--- src/hw/rtl/ctkd_pkg.sv ---
// Shared constants and types for the capacitive touch key detector.
// Used by the sorting cell, the averaging divider and the top level.
package ctkd_pkg;

    localparam int CAL_COUNT   = 10;
    localparam int SAMPLE_BITS = 16;
    localparam int FIELD_W     = 16;

    localparam int AVG_LO  = 2;
    localparam int AVG_HI  = CAL_COUNT - 3;
    localparam int AVG_DIV = CAL_COUNT - 4;

    localparam int FULL_SCALE = (2 ** SAMPLE_BITS) - 1;
    localparam int HALF_SCALE = FULL_SCALE / 2;

    localparam int SUM_W      = $clog2(AVG_DIV * FULL_SCALE + 1);
    localparam int CNT_W      = $clog2(CAL_COUNT + 1);

    // Four spare shift bits keep the reciprocal product exact for every sum.
    localparam int AVG_SHIFT = SUM_W + 4;
    localparam int AVG_RECIP = ((2 ** AVG_SHIFT) + AVG_DIV - 1) / AVG_DIV;
    localparam int RECIP_W   = $clog2(AVG_RECIP + 1);
    localparam int PROD_W    = SUM_W + RECIP_W;

    localparam int GROUP_W      = 4;
    localparam int GROUP_MAX    = 15;
    localparam int HOLD_W       = 3;
    localparam int HOLD_PRESS   = 5;
    localparam int HOLD_RELEASE = 2;

    localparam int CFG_IDX_W = 2;
    localparam logic [CFG_IDX_W-1:0] CFG_GATE_MARGIN    = 2'd0;
    localparam logic [CFG_IDX_W-1:0] CFG_SINGLE_SAMPLES = 2'd1;
    localparam logic [CFG_IDX_W-1:0] CFG_REPEAT_SAMPLES = 2'd2;

    localparam int GATE_MARGIN_RST    = 80;
    localparam int SINGLE_SAMPLES_RST = 3;
    localparam int REPEAT_SAMPLES_RST = 6;

    typedef logic [SAMPLE_BITS-1:0] sample_t;

    typedef struct packed {
        logic    valid;
        sample_t value;
    } link_t;

    typedef struct packed {
        logic drain;
        logic fill;
    } cell_ctl_t;

endpackage

--- src/hw/rtl/capacitive_touch_key_detector_core.sv ---
// Capacitive touch key detector: calibration through a chain of sorting cells,
// then scan rounds that gate group maxima against baseline plus margin.
// Each calibration sample is sorted into the chain before the next is taken; after the
// last, the chain drains into the averaging sum, which is divided. A scan sample is
// taken every cycle while the skid stage is empty; a round result is registered and
// a skid stage holds a second one. Synchronous active-low reset clears control state.
module capacitive_touch_key_detector_core (
    input  logic                                aclk,
    input  logic                                aresetn,
    input  logic                                s_valid,
    output logic                                s_ready,
    input  logic [ctkd_pkg::FIELD_W-1:0]        s_charge_time,
    input  logic                                s_mode,
    output logic                                m_valid,
    input  logic                                m_ready,
    output logic                                m_result_kind,
    output logic                                m_pressed,
    output logic                                m_cal_fail,
    output logic [ctkd_pkg::FIELD_W-1:0]        m_baseline,
    output logic [ctkd_pkg::FIELD_W-1:0]        m_peak,
    input  logic                                cfg_valid,
    output logic                                cfg_ready,
    input  logic [ctkd_pkg::CFG_IDX_W-1:0]      cfg_index,
    input  logic [ctkd_pkg::FIELD_W-1:0]        cfg_data
);

    typedef enum logic [1:0] {
        S_CAL,
        S_DRAIN,
        S_DIV,
        S_SCAN
    } state_t;

    typedef struct packed {
        logic                         kind;
        logic                         pressed;
        logic                         cal_fail;
        logic [ctkd_pkg::FIELD_W-1:0] baseline;
        logic [ctkd_pkg::FIELD_W-1:0] peak;
    } result_t;

    state_t                                state_reg;
    logic [ctkd_pkg::CNT_W-1:0]            cal_count_reg;
    logic [ctkd_pkg::CNT_W-1:0]            drain_cnt_reg;
    logic [ctkd_pkg::SUM_W-1:0]            sum_reg;
    logic                                  div_start_reg;
    logic                                  tok_reg;
    ctkd_pkg::sample_t                     sample_reg;
    ctkd_pkg::sample_t                     baseline_reg;
    logic [ctkd_pkg::FIELD_W-1:0]          gate_margin_reg;
    logic [ctkd_pkg::GROUP_W-1:0]          single_reg;
    logic [ctkd_pkg::GROUP_W-1:0]          repeat_reg;
    logic [ctkd_pkg::HOLD_W-1:0]           hold_off_reg;
    logic                                  second_reg;
    logic [ctkd_pkg::GROUP_W-1:0]          group_count_reg;
    ctkd_pkg::sample_t                     group_max_reg;
    logic                                  round_repeat_reg;
    logic                                  m_valid_reg;
    logic                                  skid_valid_reg;
    result_t                               out_reg;
    result_t                               skid_reg;

    ctkd_pkg::link_t                       link_w [ctkd_pkg::CAL_COUNT+1];
    ctkd_pkg::sample_t                     held_w [ctkd_pkg::CAL_COUNT];
    ctkd_pkg::sample_t                     held_left [ctkd_pkg::CAL_COUNT];
    ctkd_pkg::cell_ctl_t                   ctl_w [ctkd_pkg::CAL_COUNT];
    logic [ctkd_pkg::CAL_COUNT:0]          link_valid;
    logic                                  chain_busy;

    logic                                  div_done;
    ctkd_pkg::sample_t                     div_quot;

    logic                                  s_xfer;
    logic                                  m_xfer;
    ctkd_pkg::sample_t                     sample;
    logic                                  round_start;
    logic                                  rr;
    logic [ctkd_pkg::HOLD_W-1:0]           ho;
    logic [ctkd_pkg::HOLD_W-1:0]           ho_rel;
    logic [ctkd_pkg::HOLD_W-1:0]           ho_release;
    ctkd_pkg::sample_t                     gm0;
    ctkd_pkg::sample_t                     gm;
    logic [ctkd_pkg::GROUP_W-1:0]          gc;
    logic [ctkd_pkg::GROUP_W-1:0]          len;
    logic                                  group_done;
    logic [ctkd_pkg::FIELD_W:0]            thr;
    logic                                  exceed;
    logic                                  in_avg;
    logic                                  push;
    result_t                               push_data;

    assign link_w[0].valid = tok_reg;
    assign link_w[0].value = sample_reg;
    assign held_left[0]    = '0;

    for (genvar i = 0; i < ctkd_pkg::CAL_COUNT; i++) begin : g_cell
        if (i > 0) begin : g_left
            assign held_left[i] = held_w[i-1];
        end
        assign ctl_w[i].drain = (state_reg == S_DRAIN);
        assign ctl_w[i].fill  = (cal_count_reg == ctkd_pkg::CNT_W'(i + 1));
        ctkd_sort_cell u_cell (
            .aclk     (aclk),
            .aresetn  (aresetn),
            .ctl      (ctl_w[i]),
            .pass_in  (link_w[i]),
            .held_in  (held_left[i]),
            .pass_out (link_w[i+1]),
            .held_out (held_w[i])
        );
    end

    for (genvar i = 0; i <= ctkd_pkg::CAL_COUNT; i++) begin : g_busy
        assign link_valid[i] = link_w[i].valid;
    end
    assign chain_busy = |link_valid;

    ctkd_avg_div u_div (
        .aclk     (aclk),
        .aresetn  (aresetn),
        .start    (div_start_reg),
        .dividend (sum_reg),
        .done     (div_done),
        .quotient (div_quot)
    );

    always_comb begin
        unique case (state_reg)
            S_CAL:   s_ready = (cal_count_reg != ctkd_pkg::CNT_W'(ctkd_pkg::CAL_COUNT))
                               && !chain_busy;
            S_SCAN:  s_ready = !skid_valid_reg;
            default: s_ready = 1'b0;
        endcase
    end

    assign s_xfer    = s_valid && s_ready;
    assign m_xfer    = m_valid_reg && m_ready;
    assign cfg_ready = 1'b1;

    always_comb begin
        sample      = s_charge_time[ctkd_pkg::SAMPLE_BITS-1:0];
        round_start = !second_reg && (group_count_reg == '0);
        rr          = round_start ? s_mode : round_repeat_reg;
        ho          = (round_start && s_mode) ? '0 : hold_off_reg;
        gm0         = round_start ? '0 : group_max_reg;
        gm          = (sample > gm0) ? sample : gm0;
        gc          = (group_count_reg != ctkd_pkg::GROUP_W'(ctkd_pkg::GROUP_MAX))
                      ? group_count_reg + 1'b1 : group_count_reg;
        len         = rr ? repeat_reg : single_reg;
        if (len == '0) begin
            len = ctkd_pkg::GROUP_W'(1);
        end
        group_done  = (gc >= len);
        thr         = (ctkd_pkg::FIELD_W + 1)'(baseline_reg)
                      + (ctkd_pkg::FIELD_W + 1)'(gate_margin_reg);
        exceed      = (ctkd_pkg::FIELD_W + 1)'(gm) > thr;
        ho_rel      = (ho > ctkd_pkg::HOLD_W'(ctkd_pkg::HOLD_RELEASE))
                      ? ctkd_pkg::HOLD_W'(ctkd_pkg::HOLD_RELEASE) : ho;
        ho_release  = (ho_rel != '0) ? ho_rel - 1'b1 : ho_rel;
        in_avg      = (drain_cnt_reg >= ctkd_pkg::CNT_W'(ctkd_pkg::AVG_LO))
                      && (drain_cnt_reg <= ctkd_pkg::CNT_W'(ctkd_pkg::AVG_HI));

        push      = 1'b0;
        push_data = '0;
        if (state_reg == S_DIV && div_done) begin
            push               = 1'b1;
            push_data.cal_fail = div_quot > ctkd_pkg::SAMPLE_BITS'(ctkd_pkg::HALF_SCALE);
            push_data.baseline = ctkd_pkg::FIELD_W'(div_quot);
        end else if (state_reg == S_SCAN && s_xfer && group_done
                     && (second_reg || !exceed)) begin
            push               = 1'b1;
            push_data.kind     = 1'b1;
            push_data.pressed  = second_reg && (ho == '0) && exceed;
            push_data.baseline = ctkd_pkg::FIELD_W'(baseline_reg);
            push_data.peak     = ctkd_pkg::FIELD_W'(gm);
        end
    end

    always_ff @(posedge aclk) begin
        if (!aresetn) begin
            state_reg        <= S_CAL;
            cal_count_reg    <= '0;
            drain_cnt_reg    <= '0;
            div_start_reg    <= 1'b0;
            tok_reg          <= 1'b0;
            baseline_reg     <= '0;
            gate_margin_reg  <= ctkd_pkg::FIELD_W'(ctkd_pkg::GATE_MARGIN_RST);
            single_reg       <= ctkd_pkg::GROUP_W'(ctkd_pkg::SINGLE_SAMPLES_RST);
            repeat_reg       <= ctkd_pkg::GROUP_W'(ctkd_pkg::REPEAT_SAMPLES_RST);
            hold_off_reg     <= '0;
            second_reg       <= 1'b0;
            group_count_reg  <= '0;
            group_max_reg    <= '0;
            round_repeat_reg <= 1'b0;
            m_valid_reg      <= 1'b0;
            skid_valid_reg   <= 1'b0;
        end else begin
            tok_reg       <= 1'b0;
            div_start_reg <= 1'b0;

            if (cfg_valid) begin
                unique case (cfg_index)
                    ctkd_pkg::CFG_GATE_MARGIN:    gate_margin_reg <= cfg_data;
                    ctkd_pkg::CFG_SINGLE_SAMPLES: single_reg <= cfg_data[ctkd_pkg::GROUP_W-1:0];
                    ctkd_pkg::CFG_REPEAT_SAMPLES: repeat_reg <= cfg_data[ctkd_pkg::GROUP_W-1:0];
                    default: ;
                endcase
            end

            unique case (state_reg)
                S_CAL: begin
                    if (s_xfer) begin
                        sample_reg    <= sample;
                        tok_reg       <= 1'b1;
                        cal_count_reg <= cal_count_reg + 1'b1;
                    end else if (!chain_busy &&
                                 cal_count_reg == ctkd_pkg::CNT_W'(ctkd_pkg::CAL_COUNT)) begin
                        state_reg     <= S_DRAIN;
                        drain_cnt_reg <= '0;
                        sum_reg       <= '0;
                    end
                end
                S_DRAIN: begin
                    if (in_avg) begin
                        sum_reg <= sum_reg + ctkd_pkg::SUM_W'(held_w[ctkd_pkg::CAL_COUNT-1]);
                    end
                    drain_cnt_reg <= drain_cnt_reg + 1'b1;
                    if (drain_cnt_reg == ctkd_pkg::CNT_W'(ctkd_pkg::AVG_HI)) begin
                        state_reg     <= S_DIV;
                        div_start_reg <= 1'b1;
                    end
                end
                S_DIV: begin
                    if (div_done) begin
                        baseline_reg <= div_quot;
                        state_reg    <= S_SCAN;
                    end
                end
                S_SCAN: begin
                    if (s_xfer) begin
                        round_repeat_reg <= rr;
                        if (!group_done) begin
                            hold_off_reg    <= ho;
                            group_max_reg   <= gm;
                            group_count_reg <= gc;
                        end else begin
                            group_count_reg <= '0;
                            group_max_reg   <= '0;
                            if (!second_reg && exceed) begin
                                second_reg   <= 1'b1;
                                hold_off_reg <= ho;
                            end else begin
                                second_reg   <= 1'b0;
                                hold_off_reg <= second_reg
                                                ? ctkd_pkg::HOLD_W'(ctkd_pkg::HOLD_PRESS - 1)
                                                : ho_release;
                            end
                        end
                    end
                end
                default: ;
            endcase

            if (skid_valid_reg) begin
                if (m_xfer) begin
                    out_reg        <= skid_reg;
                    skid_valid_reg <= 1'b0;
                end
            end else if (push) begin
                if (!m_valid_reg || m_xfer) begin
                    out_reg     <= push_data;
                    m_valid_reg <= 1'b1;
                end else begin
                    skid_reg       <= push_data;
                    skid_valid_reg <= 1'b1;
                end
            end else if (m_xfer) begin
                m_valid_reg <= 1'b0;
            end
        end
    end

    assign m_valid       = m_valid_reg;
    assign m_result_kind = out_reg.kind;
    assign m_pressed     = out_reg.pressed;
    assign m_cal_fail    = out_reg.cal_fail;
    assign m_baseline    = out_reg.baseline;
    assign m_peak        = out_reg.peak;

    a_skid_behind_out: assert property (@(posedge aclk) disable iff (!aresetn)
        skid_valid_reg |-> m_valid_reg)
        else $error("Skid stage holds a transfer while the output register is empty.");

    a_drain_chain_quiet: assert property (@(posedge aclk) disable iff (!aresetn)
        (state_reg == S_DRAIN) |-> !chain_busy)
        else $error("Sorting chain still moving a sample during drain.");

    a_hold_off_range: assert property (@(posedge aclk) disable iff (!aresetn)
        hold_off_reg <= ctkd_pkg::HOLD_W'(ctkd_pkg::HOLD_PRESS - 1))
        else $error("Hold-off counter above its press value.");

    a_cal_result: assert property (@(posedge aclk) disable iff (!aresetn)
        (state_reg == S_DIV && div_done) |=> (m_valid_reg && !m_result_kind))
        else $error("Calibration result not presented after averaging.");

endmodule

--- src/hw/rtl/ctkd_sort_cell.sv ---
// One cell of the calibration insertion-sort chain: keeps the smaller value
// and hands the larger one on; in fill mode keeps the incoming value; in
// drain mode takes its left neighbour's value. Depends on ctkd_pkg.
module ctkd_sort_cell (
    input  logic                aclk,
    input  logic                aresetn,
    input  ctkd_pkg::cell_ctl_t ctl,
    input  ctkd_pkg::link_t     pass_in,
    input  ctkd_pkg::sample_t   held_in,
    output ctkd_pkg::link_t     pass_out,
    output ctkd_pkg::sample_t   held_out
);

    ctkd_pkg::sample_t held_reg;
    ctkd_pkg::sample_t held_next;
    ctkd_pkg::sample_t pass_value_reg;
    ctkd_pkg::sample_t pass_value_next;
    logic              pass_valid_reg;
    logic              pass_valid_next;

    always_comb begin
        held_next       = held_reg;
        pass_value_next = pass_value_reg;
        pass_valid_next = 1'b0;
        if (ctl.drain) begin
            held_next = held_in;
        end else if (pass_in.valid) begin
            if (ctl.fill) begin
                held_next = pass_in.value;
            end else begin
                pass_valid_next = 1'b1;
                if (pass_in.value < held_reg) begin
                    held_next       = pass_in.value;
                    pass_value_next = held_reg;
                end else begin
                    pass_value_next = pass_in.value;
                end
            end
        end
    end

    always_ff @(posedge aclk) begin
        if (!aresetn) begin
            pass_valid_reg <= 1'b0;
        end else begin
            pass_valid_reg <= pass_valid_next;
        end
    end

    always_ff @(posedge aclk) begin
        held_reg       <= held_next;
        pass_value_reg <= pass_value_next;
    end

    assign pass_out.valid = pass_valid_reg;
    assign pass_out.value = pass_value_reg;
    assign held_out       = held_reg;

endmodule

--- src/hw/rtl/ctkd_avg_div.sv ---
// Division of the averaging sum by the fixed count through a registered
// multiplication by its reciprocal. Depends on ctkd_pkg.
module ctkd_avg_div (
    input  logic                          aclk,
    input  logic                          aresetn,
    input  logic                          start,
    input  logic [ctkd_pkg::SUM_W-1:0]    dividend,
    output logic                          done,
    output ctkd_pkg::sample_t             quotient
);

    logic [ctkd_pkg::PROD_W-1:0] prod_reg;
    logic [ctkd_pkg::PROD_W-1:0] prod_next;
    logic                        done_reg;

    always_comb begin
        prod_next = ctkd_pkg::PROD_W'(dividend)
                    * ctkd_pkg::PROD_W'(ctkd_pkg::AVG_RECIP);
    end

    always_ff @(posedge aclk) begin
        if (!aresetn) begin
            done_reg <= 1'b0;
        end else begin
            done_reg <= start;
        end
    end

    always_ff @(posedge aclk) begin
        if (start) begin
            prod_reg <= prod_next;
        end
    end

    assign done     = done_reg;
    assign quotient = prod_reg[ctkd_pkg::AVG_SHIFT +: ctkd_pkg::SAMPLE_BITS];

endmodule

--- config.mk ---
export PLATFORM = sky130hd
export DESIGN_NAME = capacitive_touch_key_detector_core
export DESIGN_NICKNAME = d
export VERILOG_FILES = /design/src/hw/rtl/ctkd_pkg.sv /design/src/hw/rtl/capacitive_touch_key_detector_core.sv /design/src/hw/rtl/ctkd_sort_cell.sv /design/src/hw/rtl/ctkd_avg_div.sv
export SDC_FILE = /design/constraint.sdc
export NUM_CORES = 1
export LEC_CHECK = 0
export BUFFER_PORTS_ARGS = -buffer_cell sky130_fd_sc_hd__buf_2
export CAP_MARGIN = 30
export CORE_ASPECT_RATIO = 0.7
export CORE_MARGIN = 2
export CORE_UTILIZATION = 45
export DETAILED_ROUTE_END_ITERATION = 16
export GPL_ROUTABILITY_DRIVEN = 0
export PLACE_DENSITY_LB_ADDON = 0.15
export SLEW_MARGIN = 20
export SYNTH_ARGS = -nofsm -noshare
export SYNTH_HDL_FRONTEND = slang
export SYNTH_SLANG_ARGS = --single-unit
--- constraint.sdc ---
create_clock -name aclk -period 6.6 [get_ports aclk]
set_clock_uncertainty 0.15 [all_clocks]
set_input_delay 0.66 -clock aclk [delete_from_list [all_inputs] [get_ports aclk]]
set_output_delay 0.66 -clock aclk [all_outputs]
set_load 0.05 [all_outputs]
# --- Yosys cells after proc, flatten, opt, wreduce, memory -nomap -nowiden ---
# Cells that the tools add are included.
totals:
  ff_bits: 537
classes:
  n_eq_ne: 25
  magnitude_cmp: 17
  mux: 106
  n_mul: 1
  n_addsub: 6
  bitwise: 23
  reduce_logical: 97
op_table:
  columns: ["op", "n"]
  rows:
  - ["16-bit two-way mux", 52]
  - ["16-bit < comparator", 10]
  - ["35-bit two-way mux", 4]
  - ["19-bit two-way mux", 3]
  - ["3-bit AND reduction", 13]
  - ["19-bit by 20-bit multiplier with 38-bit output, second input constant", 1]
  - ["19-bit case mux with 2 select lines", 1]
  - ["2-bit AND reduction", 18]
  - ["3-bit nonzero test", 11]
  - ["32-bit two-way mux", 1]
  - ["3-bit OR reduction", 10]
  - ["2-bit nonzero test", 14]
  - ["1-bit two-way mux", 24]
  - ["4-bit two-way mux", 6]
  - ["1-bit inverter", 23]
  - ["4-bit by 3-bit == test with 1-bit output, second input constant", 5]
  - ["19-bit by 16-bit adder with 19-bit output", 1]
  - ["3-bit two-way mux", 6]
  - ["16-bit by 16-bit adder with 17-bit output", 1]
  - ["16-bit by 17-bit greater-than comparator with 1-bit output", 1]
  - ["16-bit by 15-bit greater-than comparator with 1-bit output, second input constant", 1]
  - ["16-bit greater-than comparator", 1]
  - ["1-bit logical AND", 14]
  - ["4-bit by 1-bit adder with 4-bit output, second input constant", 3]
  - ["other kinds (25)", 51]

# --- Longest topological paths before layout ---
# Gate-level depths: netlist of run 1.
logic_depth:
  ltp_word: 14
  depth_mapped: 28
  ltp_nobuf: 25

# --- Modules after synthesis ---
# From an unflattened synthesis of run 1, not the netlist that was laid out.
unflattened:
  hier_cells: 2975
  area_unflattened_um2: 34827.2
modules_own_cells:
  columns: ["mod", "cells_each", "area_each_um2", "n_inst"]
  rows:
  - ["ctkd_sort_cell (g_cell[0].u_cell ...)", 126, 1884.3, 6]
  - ["capacitive_touch_key_detector_core", 1060, 10124.7, 1]
  - ["ctkd_sort_cell (g_cell[6].u_cell ...)", 127, 1833.0, 4]
  - ["ctkd_avg_div", 651, 6064.6, 1]

# --- Worst setup path after synthesis of run 1 ---
# OpenSTA, ideal clock, no wires.
synth_path:
  kind: "register to register"
  from: "reg group_count_reg[0] (netlist name)"
  to: "reg skid_reg[0] (netlist name) (enable)"
  arrival_ns: 5.796
  path_stages_with_launch: 25
  slack_ns: 0.258
  period_less_slack_ns: 6.342
  required_time_ns: 6.054
  path_buffers: 2
  setup_ns: 0.396
  path_cell_list: "dfxtp_1 inv_1 ha_1 nand3_1 clkbuf_1 nand2_1 ha_1 nor2b_1 o21a_1 o21a_1 o21a_1 o21bai_1 a21oi_1 o21ai_1 buf_2 mux2_2 inv_1 ha_1 a21o_1 a21oi_1 inv_1 a2111oi_0 a21oi_1 a311oi_1 and3_1"
synth_via:
  elab_chain_cells: 12
  word_cells_on_any_way: 21
  classes_between: "add/sub (1); order compare (3); eq/ne (1); mux (8); reduce/logical (8)"
synth_lines:
  columns: ["element", "line", "rtl"]
  rows:
  - ["start: declaration", "capacitive_touch_key_detector_core.sv:55", "logic [ctkd_pkg::GROUP_W-1:0] group_count_reg;"]
  - ["start signal: assignment", "capacitive_touch_key_detector_core.sv:245", "group_count_reg <= gc;"]
  - ["4-bit zero test", "capacitive_touch_key_detector_core.sv:142", "round_start = !second_reg && (group_count_reg == '0);"]
  - ["1-bit logical AND", "capacitive_touch_key_detector_core.sv:142", null]
  - ["16-bit two-way mux or 1-bit two-way mux (tied branches)", "capacitive_touch_key_detector_core.sv:145, capacitive_touch_key_detector_core.sv:143", null]
  - ["16-bit greater-than comparator or 4-bit two-way mux (tied branches)", "capacitive_touch_key_detector_core.sv:146, capacitive_touch_key_detector_core.sv:149", null]
  - ["16-bit two-way mux or 4-bit zero test (tied branches)", "capacitive_touch_key_detector_core.sv:146, capacitive_touch_key_detector_core.sv:150", null]
  - ["16-bit by 17-bit greater-than comparator with 1-bit output or 4-bit two-way mux (tied branches)", "capacitive_touch_key_detector_core.sv:156, capacitive_touch_key_detector_core.sv:150", null]
  - ["1-bit zero test or 4-bit greater-or-equal comparator (tied branches)", "capacitive_touch_key_detector_core.sv:170, capacitive_touch_key_detector_core.sv:153", null]
  - ["1-bit logical OR or 1-bit logical AND (tied branches)", "capacitive_touch_key_detector_core.sv:170, capacitive_touch_key_detector_core.sv:169", null]
  - ["1-bit logical AND (*)", "capacitive_touch_key_detector_core.sv:170", "&& (second_reg || !exceed)) begin"]
  - ["1-bit two-way mux (*)", "capacitive_touch_key_detector_core.sv:169", "end else if (state_reg == S_SCAN && s_xfer && group_done"]
  - ["1-bit two-way mux (*)", "capacitive_touch_key_detector_core.sv:165", "if (state_reg == S_DIV && div_done) begin"]
  - ["4-bit AND reduction (no line) (*)", null, null]
  - ["end signal: assignment", "capacitive_touch_key_detector_core.sv:274", "skid_reg <= push_data;"]
  - ["end: declaration", "capacitive_touch_key_detector_core.sv:61", "result_t skid_reg;"]
# Mark *: on every way between the ends. The rest lies on a longest branch, timed or not.
# A chain may end at the register's enable or synchronous reset.

# --- Worst setup path in the final report of run 1 ---
layout_path:
  from: "reg sum_reg[4] (netlist name)"
  to: "reg u_div.prod_reg[35] (netlist name) (data pin)"
layout_via:
  elab_chain_cells: 1
layout_lines:
  columns: ["element", "line", "rtl"]
  rows:
  - ["start: declaration", "capacitive_touch_key_detector_core.sv:45", "logic [ctkd_pkg::SUM_W-1:0] sum_reg;"]
  - ["start signal: assignment", "capacitive_touch_key_detector_core.sv:225", "sum_reg <= sum_reg + ctkd_pkg::SUM_W'(held_w[ctkd_pkg::CAL_COUNT-1]);"]
  - ["19-bit by 20-bit multiplier with 38-bit output", "ctkd_avg_div.sv:18", "* ctkd_pkg::PROD_W'(ctkd_pkg::AVG_RECIP);"]
  - ["via u_div.prod_next, one bit", "ctkd_avg_div.sv:13", "logic [ctkd_pkg::PROD_W-1:0] prod_next;"]
  - ["end signal: assignment", "ctkd_avg_div.sv:31", "prod_reg <= prod_next;"]
  - ["end: declaration", "ctkd_avg_div.sv:12", "logic [ctkd_pkg::PROD_W-1:0] prod_reg;"]
# The timed path passes the listed nets, and every way through them passes these cells.

==> results.txt, run 1 <==
----------------------------------------------------
[Drt]
  First drt pass iteration count ... 7
  Number of vias per cell after detailed routing ... 5.22
  Total vias in the final route ... 20500
  Drt wl/cell ... 17.7 um
  Remaining routing DRC violations ... 0
  Initial detailed-routing violation count ... 1258
  Routed Wire Length ... 69.4 mm
  Routed Antenna Nets ... 0

[Placed design]
  Sum of net half-perimeters after detailed placement ... 52.8 mm
  DP Cell Count ... approximately 3800
  Count of buffers from port buffering ... 76
  Placed cell areas ... 0.0341 sq mm
  Worst slack at placement ... -0.153 ns

[Cells and area]
  Fin area ... 0.0361 sq mm
  Number of flip-flops in the largest register ... 160
  Final Instance Count excl. Fillers ... approximately 3900
  # fillers ... 6367
  Most frequent standard cell in the layout excluding fill and tap cells ... edfxtp_1
  Synth-to-layout area growth ... 10.8%
  Most frequent cells in the layout ... edfxtp_1, inv_1, ha_1
  Share of the core filled with cells ... 0.504
  Total number of nets in the final design ... ~3400
  Share of cells above drive strength 1 ... 0.184

[Clock network]
  Clock insertion delay at the later pin of the skew report ... 0.65 ns
  Clock sink count ... between 500 and 600
  CTS Buf Count ... 53
  Number of buffers inserted for hold repair after clock tree synthesis ... 0
  Root Buffer Master ... clkbuf_16
  Maximum count of clock buffers along a single path ... 3
  CTS tree ... yes
  # H-tree levels ... 2
  Clock slew at reported path FFs ... 0.07 ns

[Setup path]
  Category of the worst setup path launch point ... flip-flop
  Critical Path Sink Type ... flip-flop
  Required time at the worst-slack endpoint ... 6.84 ns
  Crit path kind ... flip-flop to flip-flop
  FF-to-FF setup slack ... around 0.28 ns
  Arrival time of the worst setup path ... 6.56 ns
  Peak fanout along the critical path ... 4

[Global routing]
  Total gr overflow ... 0
  Global-route wire length before repair ... 114 mm
  Largest net degree at the start of global routing ... 81
  Number of global-route vias before repair ... 20700
  Number of antenna violations at the first check in global routing ... 3
  Total global routing track utilization ... 0.188

[Synth]
  Synthesis-stage register bit count ... between 500 and 600
  Post-synth design cell area ... 0.0326 sq mm
  Yosys top cell area share ... 0.377
  Count of cell types in the netlist ... between 70 and 80
  YS warnings ... 0
  Biggest area contributors in the synthesized netlist ... edfxtp_1, ha_1, mux2_2
  Async set or reset register ratio after synthesis ... 0
  Register area share after synthesis ... 0.442
  Commonest register cell after synthesis ... edfxtp_1
  Cell type contributing the most total cell area after synthesis ... edfxtp_1
  Post-Synthesis Net Count ... about 3300
  Synth Area per Inst ... 11.6 sq um
  Number of synthesized flops with an enable pin ... just over 400
  Cells after synthesis ... 2803

[Status]
  Result of the run ... finished, final reports clean

[Timing]
  Maximum clock rate ... 0.158 GHz
  Transition time at the pin with the least slew margin ... 1.06 ns
  Number of setup violations in the final report ... 0
  Min cycle time layout ... 6.32 ns
  Hold Slack ... 0.0826 ns
  Fraction of the cycle the final worst path needs ... 0.957
  Setup total negative slack ... 0 ns
  Setup repair after global routing missed its margin ... false
  Number of max-slew violations in the final report ... 0
  Post-route worst setup slack ... 0.284 ns
  Final hold violation count ... 0
  Relative max-transition margin ... 0.276

[Power]
  Peak supply drop ... between 0.15 and 0.2 mV
  Power per standard cell area ... 204 mW/mm^2
  Post-layout total power ... 7.36 mW
  Leakage power of the design ... 16.2 nW

[Floorplanning]
  Die Footprint ... around 0.075 sq mm
  Area of the core ... 0.0716 sq mm
  Starting Density ... 0.455
  Num ports ... 78
  Die Width ... 325 um
  Placement Rows ... just over 80
  Die Y ... ~230 um

[Flow run]
  Max Cap Viol ... 0

[Min path]
  Tightest Hold Check Type ... primary input to flip-flop

----------------------------------------------------
critical path, stage by stage (launching register included):
cell       delay (ns)
edfxtp_1         0.43
ha_4             0.28
fa_1             0.52
inv_1            0.10
fa_2             0.62
inv_2            0.08
fa_1             0.54
inv_1            0.05
fa_1             0.53
inv_1            0.05
fa_1             0.58
ha_4             0.22
a21oi_2          0.12
o21ai_2          0.09
a2111oi_4        0.34
buf_4            0.18
or3_1            0.15
a31oi_2          0.16
a221o_1          0.43
a21o_1           0.23
a21oi_2          0.15
xnor2_1          0.07
power by group:
part	switching (mW)	leakage, nW	total (mW)	internal [mW]
registers	0.0973	4.70	3.69	3.59
clock network	1.34	0.879	3.07	1.73
logic	0.309	10.7	0.597	0.288
total	1.75	16.2	7.36	5.61
synth_stat cells, types with 5 or more instances:
cell      number
edfxtp_1     409
inv_1        379
ha_1         361
mux2_2       286
nand2_1      184
dfxtp_1      106
fa_1         104
a21o_1       103
o21ai_0      101
nor2_1        95
a21oi_1       79
clkbuf_1      61
nor2b_1       46
and2_1        35
a21boi_0      34
o31ai_1       34
mux2i_1       33
nand3_1       30
nand2b_1      25
xnor2_1       25
nand4_1       24
nor3_1        22
xor2_1        22
a41oi_1       17
o21a_1        14
and3_1        12
or3_1         10
a31oi_1        8
nor3b_1        8
nand3b_1       7
a211o_1        6
and3b_1        6
buf_2          6
buf_4          6
a22oi_1        5
and4_1         5
buf_6          5
nor4_1         5
o211ai_1       5
o21ai_1        5
o21bai_1       5
o31a_1         5
layout make-up:
type | instances | area [sq um] | share of cell area
Inverter | 380 | 1430 | 0.0395
Antenna cell | 1 | 2.50 | 0.0000694
Sequential cell | 515 | 14400 | 0.399
Clock buffer | 67 | 1450 | 0.0402
Tap cell | 966 | 1210 | 0.0335
Multi-Input combinational cell | 1826 | 16500 | 0.457
Clock inverter | 33 | 332 | 0.00919
Timing Repair Buffer | 129 | 782 | 0.0217
cells by family after synthesis:
| group | after synthesis | share of synthesized area |
|---|---|---|
| adders and majority gates | 465 | 0.203 |
| xor gates and xnor gates | 47 | 0.0126 |
| other | 1 | 0.000115 |
| and+or+nand+nor | 526 | 0.0797 |
| muxes | 320 | 0.109 |
| AOI/OAI and AO/OA | 467 | 0.0976 |
| DFF | 515 | 0.442 |
| buffers and inverters | 462 | 0.0553 |
layer usage:
layer	vias up	track usage	routed length, um
li1	10200	-	-
met1	9851	0.303	37600
met2	356	0.267	27800
met3	77	0.0278	3110
met4	2	0.0337	919
met5	-	0	13
worst paths after layout:
check,from,end,cells past startpoint
max,sum_reg[4],u_div.prod_reg[35],21
min,s_charge_time[9],sample_reg[9],1
max reg2reg,sum_reg[4],u_div.prod_reg[35],21
min reg2reg,group_max_reg[2],group_max_reg[2],2
timing repair:
| action | 4_1_cts | 5_1_grt |
|---|---|---|
| pin swaps | 1 | 6 |
| buffers inserted | 0 | 10 |
| gates cloned | 0 | 0 |
| resized for setup | 1 | 16 |
| setup endpoints to repair | 5 | 8 |
No activity file was read; power rests on OpenSTA's default activity.
==> inputs of run 2 (changes only) <==
--- a/config.mk
+++ b/config.mk
@@ -5,12 +5,12 @@
 export SDC_FILE = /design/constraint.sdc
 export NUM_CORES = 1
 export LEC_CHECK = 0
-export BUFFER_PORTS_ARGS = -buffer_cell sky130_fd_sc_hd__buf_2
 export CAP_MARGIN = 30
 export CORE_ASPECT_RATIO = 0.7
 export CORE_MARGIN = 2
 export CORE_UTILIZATION = 45
 export DETAILED_ROUTE_END_ITERATION = 16
+export DONT_BUFFER_PORTS = 1
 export GPL_ROUTABILITY_DRIVEN = 0
 export PLACE_DENSITY_LB_ADDON = 0.15
 export SLEW_MARGIN = 20
==> run 2 against run 1 <==
  * Final cell count decreased by 1.4%
  * Final area is essentially flat
  * Critical path depth shrank 1
  * Flip-flop and latch count did not move
  * Critical endpoint unchanged
  * Highest routed layer unchanged
  * Largest power group unchanged
  * Non-clock buffer count fell by 48
==> results.txt, run 2 (synthesis results as in run 1) <==
----------------------------------------------------
[Status]
  Result of the run ... finished, final reports clean

[Setup path]
  Reg-to-reg startpoint ... sum_reg[4]
  Peak fanout along the critical path ... 4
  Crit path kind ... flip-flop to flip-flop
  Logic depth of the worst register-to-register path ... 20
  Critical Path Sink Type ... flip-flop
  Required time at the worst-slack endpoint ... 6.83 ns
  Arrival time of the worst setup path ... 6.60 ns
  Category of the worst setup path launch point ... flip-flop
  Reg-to-Reg End ... u_div.prod_reg[35]
  FF-to-FF setup slack ... around 0.22 ns

[Power]
  Net switching power figure ... about 1.7 mW
  Int Power ... 5.62 mW
  Peak supply drop ... ~0.19 mV
  Comb power frac ... 0.082
  Leakage power of the design ... 16.0 nW
  Power per standard cell area ... a little over 200 mW/mm^2
  Switching fraction of total power ... 0.236
  Share of power burned in the clock network ... 0.416
  Register share of total power ... 0.502

[Cells and area]
  Most frequent cells in the layout ... edfxtp_1, inv_1, ha_1
  Synth-to-layout area growth ... 10.7%
  Share of cells above drive strength 1 ... 0.159
  Antenna Diode Count ... 0
  Number of flip-flops in the largest register ... 160
  Total number of nets in the final design ... 3361
  Final Instance Count excl. Fillers ... 3863
  Share of the core filled with cells ... 0.503
  Most frequent standard cell in the layout excluding fill and tap cells ... edfxtp_1
  Fin area ... around 0.036 sq mm

[Clock network]
  Root Buffer Master ... clkbuf_16
  # H-tree levels ... 2
  Clock insertion delay at the later pin of the skew report ... about 0.65 ns
  CTS Buf Count ... 52
  Clock sink count ... 515
  Clock slew at reported path FFs ... 0.06 ns
  CTS tree ... yes
  Maximum count of clock buffers along a single path ... 3

[Timing]
  Post-route worst setup slack ... 0.223 ns
  Final hold violation count ... 0
  Min cycle time layout ... 6.38 ns
  Fraction of the cycle the final worst path needs ... 0.966
  Hold Slack ... around 0.043 ns
  Number of setup violations in the final report ... 0
  Number of max-slew violations in the final report ... 0
  Transition time at the pin with the least slew margin ... between 0.9 and 1 ns
  Relative max-transition margin ... 0.345
  Maximum clock rate ... 0.157 GHz

[Placed design]
  Count of buffers from port buffering ... 0
  Placed cell areas ... approximately 0.034 sq mm
  Worst slack at placement ... -0.178 ns
  DP Cell Count ... 3721
  Sum of net half-perimeters after detailed placement ... 52.8 mm

[Min path]
  Hold Crit Endpoint ... gate_margin_reg[10]
  Hold wc startpoint ... cfg_data[10]
  Hold-critical path depth ... 2
  Tightest Hold Check Type ... primary input to flip-flop

[Global routing]
  Largest net degree at the start of global routing ... 93
  Number of antenna violations at the first check in global routing ... 2
  Total global routing track utilization ... 0.190
  Total gr overflow ... 0
  Number of global-route vias before repair ... 20700
  Global-route wire length before repair ... approximately 110 mm

[Floorplanning]
  Placement Rows ... 82
  Die Footprint ... between 0.07 and 0.08 sq mm
  Die Width ... 325 um
  Die Y ... roughly 230 um
  Area of the core ... 0.0716 sq mm
  Num ports ... 78
  Starting Density ... 0.455

[Drt]
  Total vias in the final route ... 20400
  Routed Wire Length ... 70.4 mm
  Routed Antenna Nets ... 0
  Drt wl/cell ... 18.2 um
  Remaining routing DRC violations ... 0
  Initial detailed-routing violation count ... 1230
  Number of vias per cell after detailed routing ... 5.29
  First drt pass iteration count ... 5

[Flow run]
  Max Cap Viol ... 0

----------------------------------------------------
## run 2: through the flow
step | total power, mW | TNS (ns)
6_report | 7.35 | 0
5_1_grt | 7.65 | -0.0139
4_1_cts | 7.43 | 0
3_5_place_dp | 4.33 | -0.564
3_3_place_gp | 4.31 | 0
2_1_floorplan | 4.18 | 0
## run 2: power groups by stage
stage | clock network (mW) | registers [mW] | logic, mW
after floorplan | 0 | 3.72 | 0.459
after global placement | 0 | 3.75 | 0.553
after detailed placement | 0 | 3.76 | 0.575
after CTS | 3.14 | 3.69 | 0.604
after global routing | 3.26 | 3.70 | 0.679
final | 3.06 | 3.69 | 0.605
## run 2: final cells by class
type	instances	area, sq um
clock buffer	67	1540
clock inverter	28	239
fill	6346	35600
inverter	380	1430
multi-input combinational	1826	16500
sequential	515	14400
tap	966	1210
timing repair buffer	81	739
## run 2: repair_timing
action	in CTS	in global routing
pin swaps	1	7
resized for setup	4	15
endpoints found under the setup margin	6	44
hold endpoints to repair	71	0
setup buffers	0	14
hold buffers	31	0
## run 2: critical path, stage by stage (launching register included)
cell,delay (ns)
edfxtp_1,0.43
ha_4,0.28
fa_2,0.61
inv_1,0.11
fa_2,0.63
inv_2,0.09
fa_1,0.53
inv_1,0.06
fa_1,0.53
inv_1,0.06
fa_1,0.42
ha_1,0.20
a211oi_2,0.18
nor2_1,0.10
a2111o_1,0.40
a311oi_4,0.34
a31oi_4,0.17
a221o_1,0.41
a21o_1,0.23
a21oi_2,0.15
xnor2_1,0.07
## run 2: how the worst max path moves through the flow
stage                             from                  to  slack [ns]  cells after the start
global placement            sum_reg[4]  u_div.prod_reg[35]        0.02                     21
floorplan           group_count_reg[0]         skid_reg[0]        0.26                     24
finish                      sum_reg[4]  u_div.prod_reg[35]        0.22                     20
detailed placement          sum_reg[4]  u_div.prod_reg[35]       -0.18                     21
CTS                         sum_reg[4]  u_div.prod_reg[37]        0.08                     21
global route                sum_reg[4]  u_div.prod_reg[37]       -0.01                     20
## run 2: routing by layer
layer,wire (um),track usage
met2,28000,0.267
met4,1370,0.0415
met3,3940,0.0392
met5,13,0
met1,37000,0.298
